--- config.mk ---
export PLATFORM = sky130hd
export DESIGN_NAME = aarm_angle
export DESIGN_NICKNAME = d
export VERILOG_FILES = /design/src/rtl/aarm_pkg.sv /design/src/rtl/aarm_angle.sv
export SDC_FILE = /design/constraint.sdc
export NUM_CORES = 1
export LEC_CHECK = 0
export ABC_AREA = 1
export BUFFER_PORTS_ARGS = -buffer_cell sky130_fd_sc_hd__buf_2
export CAP_MARGIN = 10
export CORE_MARGIN = 2
export CORE_UTILIZATION = 40
export DETAILED_ROUTE_END_ITERATION = 8
export GPL_ROUTABILITY_DRIVEN = 0
export PLACE_DENSITY_LB_ADDON = 0.25
export SLEW_MARGIN = 10
export SYNTH_ARGS = -nofsm -noshare
export SYNTH_HDL_FRONTEND = slang
export SYNTH_SLANG_ARGS = --single-unit
--- constraint.sdc ---
create_clock -name clk -period 9.95 [get_ports clk]
set_clock_uncertainty 0.05 [all_clocks]
set_input_delay 2.985 -clock clk [delete_from_list [all_inputs] [get_ports clk]]
set_output_delay 2.985 -clock clk [all_outputs]
set_load 0.01 [all_outputs]
--- src/rtl/aarm_pkg.sv ---
// shared types, constants and the arctangent table of the axis-angle matrix block
`timescale 1ns / 1ps
package aarm_pkg;

	localparam int CORDIC_STEPS_DEF = 16;
	localparam int ATAN_ENTRIES     = 24;

	// cordic datapath width (x, y and z)
	localparam int CW = 34;

	localparam logic [24:0] DEG_QUARTER = 25'd5898240;
	localparam logic [24:0] DEG_HALF    = 25'd11796480;
	localparam logic [24:0] DEG_FULL    = 25'd23592960;
	localparam logic [24:0] DEG_TO_RAD  = 25'd18740330;
	localparam logic [CW-1:0] GAIN_Q30  = CW'(652032874);

	// offset that makes the integer degree part positive (92 * 360)
	localparam logic [16:0] DEG_OFFSET  = 17'd33120;
	// floor(2^25 / 360)
	localparam logic [16:0] RECIP_360   = 17'd93206;

	localparam logic signed [17:0] OUT_MAX = 18'sd131071;
	localparam logic signed [17:0] OUT_MIN = -18'sd131072;

	typedef struct packed {
		logic signed [15:0] x;
		logic signed [15:0] y;
		logic signed [15:0] z;
	} axis_t;

	typedef logic signed [17:0] entry_t;

	// atan(2^-i) in Q2.30
	function automatic logic signed [CW-1:0] atan_q30(input int i);
		logic [29:0] v;
		unique case (i)
			0: v = 30'd843314857;
			1: v = 30'd497837829;
			2: v = 30'd263043837;
			3: v = 30'd133525159;
			4: v = 30'd67021687;
			5: v = 30'd33543516;
			6: v = 30'd16775851;
			7: v = 30'd8388437;
			8: v = 30'd4194283;
			9: v = 30'd2097149;
			default: v = 30'd1 << (30 - i);
		endcase
		return $signed({{(CW-30){1'b0}}, v});
	endfunction

endpackage

--- src/rtl/aarm_angle.sv ---
// angle reduction modulo 360, folding and conversion to radians
`timescale 1ns / 1ps
module aarm_angle import aarm_pkg::*; (
	input  logic                 clk,
	input  logic                 arst_n,
	input  logic                 in_valid,
	input  logic signed [31:0]   angle_deg,
	input  axis_t                in_axis,
	output logic                 out_valid,
	output logic signed [CW-1:0] out_z,
	output logic                 out_flip,
	output axis_t                out_axis
);

	logic        v_s1, v_s2, v_s3, v_s4;
	logic [16:0] h_s1;
	logic [15:0] frac_s1;
	logic [33:0] prod_s1;
	axis_t       ax_s1, ax_s2, ax_s3, ax_s4;
	logic [22:0] mag_s2;
	logic        neg_s2, flip_s2, neg_s3, flip_s3, flip_s4;
	logic [47:0] rad_s3;
	logic signed [CW-1:0] z_s4;

	logic [8:0]         q;
	logic [16:0]        r0;
	logic [8:0]         r;
	logic [24:0]        red;
	logic signed [25:0] fold;
	logic               flip;
	logic [47:0]        rnd;
	logic [31:0]        zmag;

	// integer part made positive, reciprocal of 360
	logic [16:0] h;
	assign h = 17'($signed(angle_deg[31:16]) + $signed({1'b0, DEG_OFFSET}));

	// remainder with one correction, then fold into [-90, 90]
	always_comb begin
		q  = prod_s1[33:25];
		r0 = h_s1 - 17'(q) * 17'd360;
		r  = (r0 >= 17'd360) ? 9'(r0 - 17'd360) : r0[8:0];
		red = {r, frac_s1};
		flip = 1'b0;
		if (red > DEG_QUARTER && red < 25'(3 * 5898240)) begin
			fold = $signed({1'b0, red}) - $signed({1'b0, DEG_HALF});
			flip = 1'b1;
		end else if (red >= 25'(3 * 5898240)) begin
			fold = $signed({1'b0, red}) - $signed({1'b0, DEG_FULL});
		end else begin
			fold = $signed({1'b0, red});
		end
	end

	// rounded radians magnitude
	always_comb begin
		rnd  = rad_s3 + 48'd32768;
		zmag = rnd[47:16];
	end

	// valid chain
	always_ff @(posedge clk or negedge arst_n) begin
		if (!arst_n) begin
			v_s1 <= 1'b0;
			v_s2 <= 1'b0;
			v_s3 <= 1'b0;
			v_s4 <= 1'b0;
		end else begin
			v_s1 <= in_valid;
			v_s2 <= v_s1;
			v_s3 <= v_s2;
			v_s4 <= v_s3;
		end
	end

	// payload stages
	always_ff @(posedge clk) begin
		h_s1    <= h;
		frac_s1 <= angle_deg[15:0];
		prod_s1 <= 34'(h) * 34'(RECIP_360);
		ax_s1   <= in_axis;

		mag_s2  <= fold[25] ? 23'(-fold) : 23'(fold);
		neg_s2  <= fold[25];
		flip_s2 <= flip;
		ax_s2   <= ax_s1;

		rad_s3  <= 48'(mag_s2) * 48'(DEG_TO_RAD);
		neg_s3  <= neg_s2;
		flip_s3 <= flip_s2;
		ax_s3   <= ax_s2;

		z_s4    <= neg_s3 ? -$signed({2'b00, zmag}) : $signed({2'b00, zmag});
		flip_s4 <= flip_s3;
		ax_s4   <= ax_s3;
	end

	assign out_valid = v_s4;
	assign out_z     = z_s4;
	assign out_flip  = flip_s4;
	assign out_axis  = ax_s4;

endmodule

* Yosys cells after proc, flatten, opt, wreduce, memory -nomap -nowiden
Index checks and enable logic that the tools add are counted.
** Word-level totals
- Logic and storage cells :: 50
- Bits in registers :: 371
- Input port bits :: 83
- Output and inout port bits :: 84
** Cells by class
- $add $sub $neg :: 8
- Magnitude comparators :: 4
- Reductions and logical operators :: 1
- Muxes and demuxes :: 6
- $mul :: 3
** Operators with widths (count)
- $mux W26 :: 2
- $add A48 B16 Y48 const B :: 1
- $mul A23 B24 Y47 const B :: 1
- $neg A32 Y34 :: 1
- $mul A17 B16 Y33 const B :: 1
- $mux W32 :: 1
- $sub A25 B24 Y26 const B :: 1
- $sub A25 B25 Y26 const B :: 1
- $ge A25 B25 Y1 const B :: 1
- $gt A25 B23 Y1 const B :: 1
- $lt A25 B25 Y1 const B :: 1
- $mux W23 :: 1
- $neg A23 Y23 :: 1
- $add A16 B17 Y17 const B :: 1
- $ge A17 B9 Y1 const B :: 1
- $sub A17 B17 Y17 :: 1
- $mul A9 B6 Y14 const B :: 1
- $mux W9 :: 1
- $sub A9 B9 Y9 const B :: 1
- $logic_and A1 B1 Y1 :: 1
- $mux W1 :: 1

* Logic depth before layout (Yosys ltp)
- Depth in word-level cells :: 9
- Depth in mapped cells :: 45
- Gate-level depth less buffers :: 45

* Least setup slack after synthesis
No wires, ideal clock.
- Kind :: input to register
- Start point :: input port angle_deg[21]
- End point :: register prod_s1[32]
- Data arrival time :: 8.075 ns
- Buffers on the path :: 0
- Cell stages on the path :: 25
- Slack :: 1.702 ns
- Setup time :: 0.123 ns
- Required time :: 9.777 ns
- Cells stage by stage :: inv_1 -> ha_1 -> o21ai_0 -> nand2_1 -> nor2_1 -> nand3_1 -> xor2_1 -> inv_1 -> ha_1 -> inv_1 -> fa_1 -> inv_1 -> fa_1 -> fa_1 -> ha_1 -> ha_1 -> ha_1 -> nand2_1 -> nor2_1 -> nand2_1 -> o21ai_0 -> nor3_1 -> o21ai_0 -> a21oi_1 -> xor2_1
** On the way
- Longest elaborated chain between the ends :: 2
** Ends and longest elaborated chain
- start, declared :: line aarm_angle.sv:7 : input logic signed [31:0] angle_deg,
- $add A16 B17 Y17 :: line aarm_angle.sv:36 : assign h = 17'($signed(angle_deg[31:16]) + $signed({1'b0, DEG_OFFSET}));
- named net h[15] :: line aarm_angle.sv:35 : logic [16:0] h;
- $mul A17 B16 Y33 :: line aarm_angle.sv:80 : prod_s1 <= 34'(h) * 34'(RECIP_360);
- end signal, assigned :: line aarm_angle.sv:80
- end, declared :: line aarm_angle.sv:18 : logic [33:0] prod_s1;
The timed path passes the listed nets, and every way through them passes these cells.
A chain may end at the register's enable or synchronous reset.

* Final worst setup path
Ends and elaborated chain as after synthesis.

==> impl_metrics.ini <==
[run_status]
status = complete, no violations

[sta]
worst_slew_pin_slew_ns = 0.720
fin_hold_ws_ns = 0.270
period_needed_ns = 8.26
setup_tns_ns = 0
rsz0062_at_grt = no
slew_viol_final = 0
finalSetupViolCount = 0
max_clock_freq_mhz = 121
finalHoldViolations = 0
max_slew_margin_pct = 51.9
period_share_pct = 83.0

[detailed_routing]
wl_mm = 54.6
postRouteAntennaNets = 0
drcViolationCount = 0
first_pass_iters = 5
wl_per_cell_um = 14.8
drt-vias-per-instance = 4.61
first_iter_violations = 708
vias = 17000

[global_routing]
antenna_found_initial = 0
grt_pass1_vias = 17800
grt_usage_pct = 17.0
grt_pass1_wl_mm = 87.6
grt_max_degree = 30
overflow = 0

[critical_path]
worst_ep_arrival_time_ns = 8.66
r2r_cells = 26
cp-startpoint = angle_deg[21]
cp-start-kind = primary input
cp_max_fo = 6
r2r_start = mag_s2[5]
worst_ep_required_time_ns = 10.35
critPathCaptureType = flip-flop
rrSetupSlack_ns = 2.81
crit_type = in2reg
r2r-end = rad_s3[44]

[synthesis]
avgSynthCellArea_um2 = 9.58
seq_area_frac_synth_pct = 26.6
syn_area_um2 = 25100
postSynthCellCount = 2620
syn_nets = 3383
synth_edf_count = 0
synth_cell_types = 56
synthArstFlopShare_pct = 1.20
yosys_warnings = 0
ys.flop_type = dfxtp_1
synth-seq-cells = 333

[final_layout]
layout-drive-gt1-share_pct = 9.97
stdcell_area_um2 = 28200
finish.utilization_pct = 45.6
area_growth_pct = 12.2
n_antenna_cell = 0
nets = 3584

[clock_tree]
cts_tree = yes
cts_root_buf = clkbuf_16
clk_latency_ns = 0.57
post_cts_buffers = 0
cts.path.max_buffers = 3
numCtsBuffers = 36
cts.repair.resized = 0
cts.sinks = 333
clkTransAtPathRegs_ns = 0.06
holdBufCountCts = 0
htree_levels = 2

[die]
dieArea_um2 = 64800
core-area_um2 = 61800
start_util_pct = 40.6
io_pins = 167
die_w_um = 254
die_h_um = 254
row_count = 91

[placement]
place_hpwl_mm = 47.2
io_buffers = 166
dpl_cell_area_um2 = 27000

[flow_run]
maxCapViolations = 0

[hold_path]
min_to = ax_s2[32]
holdCritStartpoint = ax_s1[32]
hp-class = reg2reg
whs_path_depth = 0
## routing by layer
layer  share of wire [%]  track usage (%)  routed length, µm  up-vias
li1                    -                -                  -     8513
met1                  44             21.2              24200     8095
met2                  50             30.7              27500      308
met3                 3.2             2.14               1760       75
met4                 2.2             4.69               1180        0
met5                   0                0                  0        -
## layout by cell type (no fill, tap or decap), types with 49 or more instances in the layout
| master | n |
|---|---|
| nand3_1 | 77 |
| dfxtp_1 | 329 |
| buf_2 | 166 |
| inv_1 | 594 |
| fa_1 | 297 |
| ha_1 | 383 |
| xor2_1 | 93 |
| nor2_1 | 121 |
| nand2_1 | 355 |
| xnor2_1 | 49 |
| a21oi_1 | 93 |
## how the worst max path moves through the flow
stage               slack, ns          end
floorplan                1.70  prod_s1[32]
global placement         1.15  prod_s1[32]
detailed placement       1.05  prod_s1[32]
CTS                      1.65  prod_s1[32]
global route             1.12  prod_s1[32]
finish                   1.69  prod_s1[32]
## worst max-delay path, cell delays in order
cell,delay [ns]
buf_2,0.09
inv_1,0.09
ha_1,0.24
o21ai_0,0.26
nand2_1,0.08
nor2_1,0.24
nand3_1,0.13
xor2_1,0.37
inv_1,0.26
ha_1,0.37
inv_1,0.08
fa_1,0.49
inv_1,0.06
fa_1,0.50
fa_1,0.49
ha_1,0.31
ha_1,0.30
ha_1,0.36
nand2_1,0.09
nor2_1,0.16
nand2_1,0.07
o21ai_0,0.16
nor3_1,0.06
o21ai_0,0.13
a21oi_1,0.13
xor2_1,0.16
## state kept, by name, indices dropped and copies added, names as in the netlist, 9 cells and up
signal / count
ax_s1: 48
ax_s2: 48
ax_s3: 48
frac_s1: 16
h_s1: 17
mag_s2: 23
out_axis: 48
out_z: 34
prod_s1: 9
rad_s3: 33
## synthesized netlist by cell type, types with 2 or more instances
| library cell | n | area, µm² |
|---|---|---|
| a211oi_1 | 3 | 22.5 |
| a21o_1 | 8 | 60.1 |
| a21oi_1 | 93 | 465 |
| a31oi_1 | 12 | 75.1 |
| and2_1 | 2 | 12.5 |
| and3_1 | 2 | 12.5 |
| clkbuf_1 | 2 | 7.51 |
| dfrtp_1 | 4 | 100 |
| dfxtp_1 | 329 | 6590 |
| fa_1 | 297 | 5950 |
| ha_1 | 383 | 4790 |
| inv_1 | 594 | 2230 |
| inv_2 | 5 | 18.8 |
| inv_4 | 2 | 12.5 |
| nand2_1 | 355 | 1330 |
| nand2_2 | 13 | 81.3 |
| nand2_4 | 3 | 33.8 |
| nand3_1 | 77 | 385 |
| nand3_2 | 3 | 30.0 |
| nand3_4 | 2 | 35.0 |
| nand3b_1 | 5 | 37.5 |
| nand4_1 | 24 | 150 |
| nor2_1 | 121 | 454 |
| nor2_2 | 9 | 56.3 |
| nor2_4 | 4 | 45.0 |
| nor3_1 | 20 | 100 |
| nor3_2 | 2 | 20.0 |
| nor4_1 | 8 | 50.1 |
| nor4_2 | 2 | 25.0 |
| o211ai_1 | 5 | 37.5 |
| o21a_1 | 7 | 52.6 |
| o21ai_0 | 40 | 200 |
| o21ai_1 | 4 | 20.0 |
| o21bai_1 | 4 | 30.0 |
| o22ai_1 | 2 | 12.5 |
| o31ai_1 | 9 | 67.6 |
| xnor2_1 | 49 | 429 |
| xnor2_2 | 6 | 97.6 |
| xor2_1 | 93 | 815 |
## area by class of cell
class / instances / area [µm²]
inverters: 602 / 2260
clock buffers: 50 / 1020
flip-flops and latches: 333 / 6690
multi-input cells: 1680 / 16100
repair buffers: 168 / 846
clock inverters: 16 / 189
well taps: 837 / 1050
fillers: 5887 / 33700
## through the flow
step / setup slack, ns / instances
after floorplan: 1.70 / 2620
after global placement: 1.15 / 3620
after detailed placement: 1.05 / 3620
after CTS: 1.65 / 3686
after global routing: 1.12 / 3686
final: 1.69 / 3686
## kinds of logic (layout without fill, tap and decap cells)
group / count (synthesis) / in the layout / share of synthesized area, %
flip-flops: 333 / 333 / 26.6
XOR/XNOR: 148 / 148 / 5.34
AND/OR/NAND/NOR: 660 / 660 / 11.8
adder cells (fa/ha/maj): 680 / 680 / 42.8
buffers and inverters: 607 / 836 / 9.15
AO/OA/AOI/OAI: 192 / 192 / 4.33
Power is not shown: default switching activity piles up to over one toggle a cycle in this logic, so the estimate is an artifact.
